**src/design/rrs_pkg.sv**
```systemverilog
// ----------------------------------------------------------------------------
// rrs_pkg
// Shared constants, state encoding and controller/datapath bundles for the
// round-robin scheduler.
// ----------------------------------------------------------------------------
package rrs_pkg;

  localparam int unsigned MAX_PROCS = 16;
  localparam int unsigned IDX_W     = $clog2(MAX_PROCS);
  localparam int unsigned CNT_W     = $clog2(MAX_PROCS + 1);
  localparam int unsigned ARR_W     = 16;
  localparam int unsigned TIME_W    = 24;

  typedef enum logic [2:0] {
    ST_LOAD,
    ST_ADMIT,
    ST_DECIDE,
    ST_MIN,
    ST_MINSET,
    ST_RUN,
    ST_REQUEUE,
    ST_EMIT
  } state_e;

  typedef struct packed {
    logic load;
    logic scan_clr;
    logic scan_inc;
    logic admit;
    logic min_clr;
    logic min_step;
    logic min_apply;
    logic pop;
    logic run;
    logic requeue;
    logic emit;
    logic clear;
  } cmd_t;

  typedef struct packed {
    logic scan_last;
    logic ring_empty;
    logic all_done;
    logic out_free;
  } status_t;

endpackage

```
**src/design/rrs_ctrl.sv**
```systemverilog
// ----------------------------------------------------------------------------
// rrs_ctrl
// Sequencer for loading, admission scans, dispatch, idle jumps and result
// emission.
// ----------------------------------------------------------------------------
module rrs_ctrl (
  input  logic             clk_i,
  input  logic             rst_ni,
  input  logic             in_valid_i,
  input  logic             last_item_i,
  output logic             in_stall_o,
  input  rrs_pkg::status_t status_i,
  output rrs_pkg::cmd_t    cmd_o
);
  import rrs_pkg::*;

  state_e state_q, state_d;
  state_e ret_q, ret_d;

  always_ff @(posedge clk_i or negedge rst_ni) begin
    if (!rst_ni) begin
      state_q <= ST_LOAD;
      ret_q   <= ST_DECIDE;
    end else begin
      state_q <= state_d;
      ret_q   <= ret_d;
    end
  end

  always_comb begin
    state_d    = state_q;
    ret_d      = ret_q;
    cmd_o      = '0;
    in_stall_o = 1'b1;
    unique case (state_q)
      ST_LOAD: begin
        in_stall_o = 1'b0;
        if (in_valid_i) begin
          cmd_o.load = 1'b1;
          if (last_item_i) begin
            cmd_o.scan_clr = 1'b1;
            ret_d          = ST_DECIDE;
            state_d        = ST_ADMIT;
          end
        end
      end
      ST_ADMIT: begin
        cmd_o.admit    = 1'b1;
        cmd_o.scan_inc = 1'b1;
        if (status_i.scan_last) state_d = ret_q;
      end
      ST_DECIDE: begin
        if (status_i.all_done) begin
          cmd_o.scan_clr = 1'b1;
          state_d        = ST_EMIT;
        end else if (status_i.ring_empty) begin
          cmd_o.scan_clr = 1'b1;
          cmd_o.min_clr  = 1'b1;
          state_d        = ST_MIN;
        end else begin
          cmd_o.pop = 1'b1;
          state_d   = ST_RUN;
        end
      end
      ST_MIN: begin
        cmd_o.min_step = 1'b1;
        cmd_o.scan_inc = 1'b1;
        if (status_i.scan_last) state_d = ST_MINSET;
      end
      ST_MINSET: begin
        cmd_o.min_apply = 1'b1;
        cmd_o.scan_clr  = 1'b1;
        ret_d           = ST_DECIDE;
        state_d         = ST_ADMIT;
      end
      ST_RUN: begin
        cmd_o.run      = 1'b1;
        cmd_o.scan_clr = 1'b1;
        ret_d          = ST_REQUEUE;
        state_d        = ST_ADMIT;
      end
      ST_REQUEUE: begin
        cmd_o.requeue = 1'b1;
        state_d       = ST_DECIDE;
      end
      ST_EMIT: begin
        if (status_i.out_free) begin
          cmd_o.emit     = 1'b1;
          cmd_o.scan_inc = 1'b1;
          if (status_i.scan_last) begin
            cmd_o.clear = 1'b1;
            state_d     = ST_LOAD;
          end
        end
      end
      default: state_d = ST_LOAD;
    endcase
  end

endmodule

```
**src/design/rrs_dpath.sv**
```systemverilog
// ----------------------------------------------------------------------------
// rrs_dpath
// Process tables, ready ring, clock of the simulation and output register.
// ----------------------------------------------------------------------------
module rrs_dpath (
  input  logic                        clk_i,
  input  logic                        rst_ni,
  input  rrs_pkg::cmd_t               cmd_i,
  output rrs_pkg::status_t            status_o,
  input  logic                        cfg_we_i,
  input  logic [15:0]                 cfg_data_i,
  input  logic [rrs_pkg::ARR_W-1:0]   arrival_time_i,
  input  logic [rrs_pkg::ARR_W-1:0]   burst_length_i,
  output logic                        out_valid_o,
  input  logic                        out_stall_i,
  output logic [rrs_pkg::IDX_W-1:0]   proc_index_o,
  output logic [rrs_pkg::TIME_W-1:0]  completion_time_o,
  output logic [rrs_pkg::TIME_W-1:0]  turnaround_time_o,
  output logic [rrs_pkg::TIME_W-1:0]  waiting_time_o,
  output logic [rrs_pkg::TIME_W-1:0]  response_time_o,
  output logic                        overflow_o,
  output logic                        last_result_o
);
  import rrs_pkg::*;

  logic [ARR_W-1:0]  arr_mem  [MAX_PROCS];
  logic [ARR_W-1:0]  bur_mem  [MAX_PROCS];
  logic [ARR_W-1:0]  rem_mem  [MAX_PROCS];
  logic [TIME_W-1:0] resp_mem [MAX_PROCS];
  logic [TIME_W-1:0] comp_mem [MAX_PROCS];
  logic [IDX_W-1:0]  ring_mem [MAX_PROCS];

  logic [15:0]          quantum_q;
  logic [MAX_PROCS-1:0] queued_q, done_q, resp_set_q;
  logic [IDX_W-1:0]     head_q, tail_q, p_q;
  logic [CNT_W-1:0]     ring_cnt_q, proc_cnt_q, fin_cnt_q, scan_q;
  logic [TIME_W-1:0]    time_q;
  logic [ARR_W-1:0]     best_q;
  logic                 found_q, dropped_q;

  logic                 out_valid_q;
  logic [IDX_W-1:0]     idx_q;
  logic [TIME_W-1:0]    comp_q, tat_q, wait_q, resp_q;
  logic                 ovf_q, last_q;

  logic [IDX_W-1:0]  scan_idx, rd_idx, push_val;
  logic [ARR_W-1:0]  arr_rd, bur_rd, rem_rd, q_eff, take;
  logic [TIME_W-1:0] arr_ext, comp_rd, tat, waitv;
  logic              admit_hit, push, full;

  assign scan_idx = scan_q[IDX_W-1:0];
  assign rd_idx   = (cmd_i.run || cmd_i.requeue) ? p_q : scan_idx;
  assign arr_rd   = arr_mem[rd_idx];
  assign bur_rd   = bur_mem[rd_idx];
  assign rem_rd   = rem_mem[rd_idx];
  assign comp_rd  = comp_mem[rd_idx];
  assign arr_ext  = {{(TIME_W-ARR_W){1'b0}}, arr_rd};

  assign q_eff = (quantum_q == '0) ? ARR_W'(1) : quantum_q;
  assign take  = (rem_rd < q_eff) ? rem_rd : q_eff;

  assign admit_hit = !done_q[scan_idx] && !queued_q[scan_idx] && (time_q >= arr_ext);
  assign push      = (cmd_i.admit && admit_hit) || (cmd_i.requeue && rem_rd != '0);
  assign push_val  = cmd_i.admit ? scan_idx : p_q;
  assign full      = (proc_cnt_q == CNT_W'(MAX_PROCS));

  assign tat   = comp_rd - arr_ext;
  assign waitv = tat - {{(TIME_W-ARR_W){1'b0}}, bur_rd};

  assign status_o.scan_last  = (scan_q == proc_cnt_q - CNT_W'(1));
  assign status_o.ring_empty = (ring_cnt_q == '0);
  assign status_o.all_done   = (fin_cnt_q == proc_cnt_q);
  assign status_o.out_free   = !out_valid_q || !out_stall_i;

  // tables, no reset
  always_ff @(posedge clk_i) begin
    if (cmd_i.load && !full) begin
      arr_mem[proc_cnt_q[IDX_W-1:0]] <= arrival_time_i;
      bur_mem[proc_cnt_q[IDX_W-1:0]] <= burst_length_i;
      rem_mem[proc_cnt_q[IDX_W-1:0]] <= burst_length_i;
    end
    if (cmd_i.run) begin
      rem_mem[p_q] <= rem_rd - take;
      if (!resp_set_q[p_q]) resp_mem[p_q] <= time_q - arr_ext;
    end
    if (cmd_i.requeue && rem_rd == '0) comp_mem[p_q] <= time_q;
    if (push) ring_mem[tail_q] <= push_val;
    if (cmd_i.pop) p_q <= ring_mem[head_q];
    if (cmd_i.emit) begin
      idx_q  <= scan_idx;
      comp_q <= comp_rd;
      tat_q  <= tat;
      wait_q <= waitv;
      resp_q <= resp_mem[scan_idx];
      ovf_q  <= dropped_q;
      last_q <= status_o.scan_last;
    end
  end

  always_ff @(posedge clk_i or negedge rst_ni) begin
    if (!rst_ni) begin
      quantum_q   <= 16'd4;
      queued_q    <= '0;
      done_q      <= '0;
      resp_set_q  <= '0;
      head_q      <= '0;
      tail_q      <= '0;
      ring_cnt_q  <= '0;
      proc_cnt_q  <= '0;
      fin_cnt_q   <= '0;
      scan_q      <= '0;
      time_q      <= '0;
      best_q      <= '0;
      found_q     <= 1'b0;
      dropped_q   <= 1'b0;
      out_valid_q <= 1'b0;
    end else begin
      if (cfg_we_i) quantum_q <= cfg_data_i;
      if (cmd_i.load) begin
        if (!full) proc_cnt_q <= proc_cnt_q + CNT_W'(1);
        else       dropped_q  <= 1'b1;
      end
      if (cmd_i.scan_clr)      scan_q <= '0;
      else if (cmd_i.scan_inc) scan_q <= scan_q + CNT_W'(1);

      // ring pointers, push and pop never share a cycle
      if (push) begin
        tail_q     <= (tail_q == IDX_W'(MAX_PROCS-1)) ? '0 : tail_q + IDX_W'(1);
        ring_cnt_q <= ring_cnt_q + CNT_W'(1);
      end else if (cmd_i.pop) begin
        head_q     <= (head_q == IDX_W'(MAX_PROCS-1)) ? '0 : head_q + IDX_W'(1);
        ring_cnt_q <= ring_cnt_q - CNT_W'(1);
      end
      if (cmd_i.admit && admit_hit) queued_q[scan_idx] <= 1'b1;

      if (cmd_i.min_clr) found_q <= 1'b0;
      if (cmd_i.min_step && !queued_q[scan_idx] && (!found_q || arr_rd < best_q)) begin
        best_q  <= arr_rd;
        found_q <= 1'b1;
      end
      if (cmd_i.min_apply && found_q && {{(TIME_W-ARR_W){1'b0}}, best_q} > time_q)
        time_q <= {{(TIME_W-ARR_W){1'b0}}, best_q};

      if (cmd_i.run) begin
        time_q           <= time_q + {{(TIME_W-ARR_W){1'b0}}, take};
        resp_set_q[p_q]  <= 1'b1;
      end
      if (cmd_i.requeue && rem_rd == '0) begin
        done_q[p_q] <= 1'b1;
        fin_cnt_q   <= fin_cnt_q + CNT_W'(1);
      end

      if (cmd_i.emit)       out_valid_q <= 1'b1;
      else if (!out_stall_i) out_valid_q <= 1'b0;

      if (cmd_i.clear) begin
        queued_q   <= '0;
        done_q     <= '0;
        resp_set_q <= '0;
        head_q     <= '0;
        tail_q     <= '0;
        ring_cnt_q <= '0;
        proc_cnt_q <= '0;
        fin_cnt_q  <= '0;
        time_q     <= '0;
        dropped_q  <= 1'b0;
      end
    end
  end

  assign out_valid_o       = out_valid_q;
  assign proc_index_o      = idx_q;
  assign completion_time_o = comp_q;
  assign turnaround_time_o = tat_q;
  assign waiting_time_o    = wait_q;
  assign response_time_o   = resp_q;
  assign overflow_o        = ovf_q;
  assign last_result_o     = last_q;

  a_ring_bound: assert property (@(posedge clk_i) disable iff (!rst_ni)
    ring_cnt_q <= CNT_W'(MAX_PROCS))
    else $error("ready ring count above capacity");
  a_fin_bound: assert property (@(posedge clk_i) disable iff (!rst_ni)
    fin_cnt_q <= proc_cnt_q)
    else $error("more finished than loaded");
  a_done_queued: assert property (@(posedge clk_i) disable iff (!rst_ni)
    (done_q & ~queued_q) == '0)
    else $error("process finished without being admitted");
  a_no_pop_empty: assert property (@(posedge clk_i) disable iff (!rst_ni)
    cmd_i.pop |-> ring_cnt_q != '0)
    else $error("pop from empty ready ring");

endmodule

```
**src/design/round_robin_scheduler_sim.sv**
```systemverilog
// ----------------------------------------------------------------------------
// round_robin_scheduler_sim
// Loads a set of processes, simulates round-robin scheduling with a FIFO
// ready queue and emits per-process timing results in load order.
// ----------------------------------------------------------------------------
//  channel   direction  handshake                word
//  in        input      in_valid_i / in_stall_o  arrival, burst, last flag
//  out       output     out_valid_o / out_stall_i per-process timing result
//  cfg       input      cfg_we_i                 time quantum
//
// loading takes one word per cycle; the word with last_item starts the run
// each time slice is dominated by the one-entry-per-cycle admission scan over
// the n loaded processes; an idle jump scans for the minimum arrival first
// results leave at one per cycle after the run unless out_stall_i holds them;
// input is stalled from the last word until the final result is in the output
// register; reset is asynchronous, active low, and sets the quantum to 4
module round_robin_scheduler_sim (
  input  logic                        clk_i,
  input  logic                        rst_ni,
  input  logic                        cfg_we_i,
  input  logic [15:0]                 cfg_data_i,
  input  logic                        in_valid_i,
  output logic                        in_stall_o,
  input  logic [rrs_pkg::ARR_W-1:0]   arrival_time_i,
  input  logic [rrs_pkg::ARR_W-1:0]   burst_length_i,
  input  logic                        last_item_i,
  output logic                        out_valid_o,
  input  logic                        out_stall_i,
  output logic [rrs_pkg::IDX_W-1:0]   proc_index_o,
  output logic [rrs_pkg::TIME_W-1:0]  completion_time_o,
  output logic [rrs_pkg::TIME_W-1:0]  turnaround_time_o,
  output logic [rrs_pkg::TIME_W-1:0]  waiting_time_o,
  output logic [rrs_pkg::TIME_W-1:0]  response_time_o,
  output logic                        overflow_o,
  output logic                        last_result_o
);
  import rrs_pkg::*;

  cmd_t    cmd;
  status_t status;

  rrs_ctrl u_ctrl (
    .clk_i       (clk_i),
    .rst_ni      (rst_ni),
    .in_valid_i  (in_valid_i),
    .last_item_i (last_item_i),
    .in_stall_o  (in_stall_o),
    .status_i    (status),
    .cmd_o       (cmd)
  );

  rrs_dpath u_dpath (
    .clk_i             (clk_i),
    .rst_ni            (rst_ni),
    .cmd_i             (cmd),
    .status_o          (status),
    .cfg_we_i          (cfg_we_i),
    .cfg_data_i        (cfg_data_i),
    .arrival_time_i    (arrival_time_i),
    .burst_length_i    (burst_length_i),
    .out_valid_o       (out_valid_o),
    .out_stall_i       (out_stall_i),
    .proc_index_o      (proc_index_o),
    .completion_time_o (completion_time_o),
    .turnaround_time_o (turnaround_time_o),
    .waiting_time_o    (waiting_time_o),
    .response_time_o   (response_time_o),
    .overflow_o        (overflow_o),
    .last_result_o     (last_result_o)
  );

endmodule
```
**config.mk**
```make
export PLATFORM = sky130hd
export DESIGN_NAME = round_robin_scheduler_sim
export DESIGN_NICKNAME = d
export VERILOG_FILES = /design/src/design/rrs_pkg.sv /design/src/design/rrs_ctrl.sv /design/src/design/rrs_dpath.sv /design/src/design/round_robin_scheduler_sim.sv
export SDC_FILE = /design/constraint.sdc
export NUM_CORES = 2
export LEC_CHECK = 0
export ABC_AREA = 1
export CELL_PAD_IN_SITES_DETAIL_PLACEMENT = 0
export CELL_PAD_IN_SITES_GLOBAL_PLACEMENT = 1
export CORE_UTILIZATION = 40
export DETAILED_ROUTE_END_ITERATION = 12
export DONT_BUFFER_PORTS = 1
export GPL_TIMING_DRIVEN = 0
export PLACE_DENSITY_LB_ADDON = 0.08
export SLEW_MARGIN = 0
export SYNTH_ARGS = -nofsm -noshare
export SYNTH_HDL_FRONTEND = slang
export SYNTH_SLANG_ARGS = --single-unit
```
**constraint.sdc**
```tcl
create_clock -name clk_i -period 11.5 [get_ports clk_i]
set_input_delay 3.45 -clock clk_i [delete_from_list [all_inputs] [get_ports clk_i]]
set_output_delay 3.45 -clock clk_i [all_outputs]
set_load 0.005 [all_outputs]
```
==> results.md <==
* Status: finished, final reports clean
* Slew margin rel. at 0.0797
* Slew @ Worst Pin at 1.38 ns
* Max Cap Viol at 0
* Post-Syn Instances at 6355
* WL final at 288 mm
* Post-synth ARST share at 0.0753
* Syn nets at 6559
* Detailed-route via count at 53830
* Clk buf depth at 3
* Met1 GRT Util at 0.387
* Clock Sinks at between 1500 and 2000
* WP data required at 12.10 ns
* Die Span Y at approximately 440 um
* Yosys top cell area share at 0.655
* Final HPWL DP at 195 mm
* Share of layout cells above drive strength 1 at 0.0963
* Final Hold Vio Count at 0
* Synth Warn # at 0
* Clock skew at between 0.06 and 0.07 ns
* Via density at ~5.8
* Initial antenna violation count at 13
* Drt first pass iters at 5
* Gr usage total at 0.288
* WL/cell at between 30 and 40 um
* Antenna-violating nets left at 0
* Die area at 197000 sq um
* Core box area at 193000 sq um
* Mapped cell area at 78200 sq um
* Routability Congestion at 0.853
* Final period utilization at 0.782
* Startpoint types: flop
* Hold crit path type: flop to flop
* Mean area per synthesized cell at 12.3 sq um
* Post-CTS Setup Bufs at 0
* Crit path buf inv count at 5
* Largest net degree at the start of global routing at 140
* DR iter-0 viols at 5955
* Initial core utilization at 0.404
* Final setup violation count at 0
* Post-synth top flop: edfxtp_1
* Port Buf Inserts at 0
* Met3 Usage GRT at 0.0505
* CP arrival at 9.59 ns
* WS Path Type: flop to flop
* Synth top area cells: edfxtp_1 (66%), o21ai_0 (5.3%), dfrtp_1 (4.4%)
* Clock Latency Late Sink at about 0.87 ns
* Area of the multi-input gates at 21100 sq um
* Synth area leader: edfxtp_1
* Die width at 444 um
* CP endpoint kind: flop
* # fillers at 17643
* Placed Cells incl. Taps at 8974
* Crit-path max FO at 10
* Highest cell delay on the worst timing path at approximately 0.86 ns
* Critical path's top delay family: buffers and inverters
* Final cell count without fillers at 9359
* Crit-path most repeated cell: nand2_1
* Cell variety after synth at 67
* Minimum clock period at around 9.0 ns
* I/O pin count at around 160
* CP max stage cell: buf_1
* GRT overflow at 0
* RSZ-0062 raised after global routing: no
* Post-synth top cells: edfxtp_1 (1706), nor2_1 (913), o21ai_0 (822)
* Most common cell in the netlist: edfxtp_1
* # rows at around 160
* Sequential area share after synthesis at 0.700
* Yosys reg bits at 1845
* Gr busiest metal: met2
* Fmax at around 110 MHz
* Area taken by flip-flops and latches at 54700 sq um
* H-tree levels at 4
* CTS Buf Count at 200
* Residual DRC at 0
* Layout overhead on the synthesized area at 14.8%
* CTS tree: built
* Met2 usage in global routing at 0.472
* First-pass GRT wire length at 400 mm
* CTS hold repair buffers at 0
* CTS resizes at 0
* Vias in the first global route at 51718
* Max-slew violations at 0
* Clock transition at path regs at 0.06 ns
* Post-synth EDFFs at 1706
* Final nets at a little under 7000
* CTS root buf: clkbuf_16
stage by stage:
stage | hold WS, ns | utilization | cell area (sq um) | setup WS (ns) | setup TNS (ns)
after floorplan | 0.420 | - | 78200 | 1.96 | 0
after global placement | 0.453 | 0.421 | 81400 | -1.59 | -79.93
after detailed placement | 0.441 | 0.431 | 83300 | 2.54 | 0
after CTS | 0.465 | 0.464 | 89700 | 2.50 | 0
after global routing | 0.469 | 0.464 | 89800 | 1.95 | 0
final | 0.458 | 0.464 | 89800 | 2.51 | 0
area by class of cell:
type	instances	area share
sequential	1845	0.609
multi-input combinational	3849	0.234
clock buffer	282	0.0602
tap	2526	0.0352
buffer	359	0.0194
timing repair buffer	96	0.0177
inverter	302	0.0126
clock inverter	92	0.0111
antenna	8	0.000223
cell families after synthesis:
family | share of synthesized area
xor+xnor | 0.0106
buf+inv | 0.0368
flops | 0.700
compound gates | 0.117
fa+ha+maj | 0.0246
simple gates | 0.111
routing by layer:
layer | up-vias | wire length (um)
met4 | 0 | 10600
li1 | 23880 | -
met2 | 2181 | 136000
met3 | 442 | 20800
met5 | - | 0
met1 | 27327 | 120000
worst paths after layout:
check	startpoint	endpoint	slack, ns	cells after the start
hold / removal	u_dpath.dropped_q	u_dpath.overflow_o	0.46	0
hold reg to reg	u_dpath.dropped_q	u_dpath.overflow_o	0.46	0
max in group asynchronous	rst_ni	u_dpath.best_q[14]	8.91	0
setup reg to reg	u_ctrl.state_q[0]	u_dpath.waiting_time_o[20]	2.51	32
setup / recovery	u_ctrl.state_q[0]	u_dpath.waiting_time_o[20]	2.51	32
min in group asynchronous	rst_ni	u_dpath.queued_q[11]	2.31	0
registers in the layout, indices dropped and copies added, names as in the netlist, 24 cells and up:
register                   flops
u_dpath.comp_mem             384
u_dpath.time_q                24
u_dpath.bur_mem              256
u_dpath.waiting_time_o        24
u_dpath.ring_mem              64
u_dpath.turnaround_time_o     24
u_dpath.response_time_o       24
u_dpath.rem_mem              256
u_dpath.arr_mem              256
u_dpath.resp_mem             384
u_dpath.completion_time_o     24
worst reg2reg max path, delay by kind of cell, from the launching register on:
kind | cells | cell delay (ns)
AOI/OAI and AO/OA | 9 | 2.10
and+or+nand+nor | 14 | 1.98
buffers and inverters | 5 | 3.22
xor gates and xnor gates | 2 | 0.40
adders and majority gates | 2 | 0.60
DFF | 1 | 0.45
placed cells by master, fill, tap and decap left out, drive strengths merged, types with 7 or more instances in the layout:
cell type,n
buf,237
o221ai,176
inv,307
nor2,935
clkbuf,500
a21oi,137
o21bai,13
nand4,44
edfxtp,1706
nor3,32
o211ai,80
a211oi,7
nand2,705
a22oi,18
diode,8
dfrtp,138
o21ai,899
or2,9
clkinv,67
bufinv,14
o21a,10
xnor2,24
o22ai,181
nand3,310
xor2,66
ha,144
nand3b,13
Power is not shown: default switching activity piles up to over one toggle a cycle in this logic, so the estimate is an artifact.
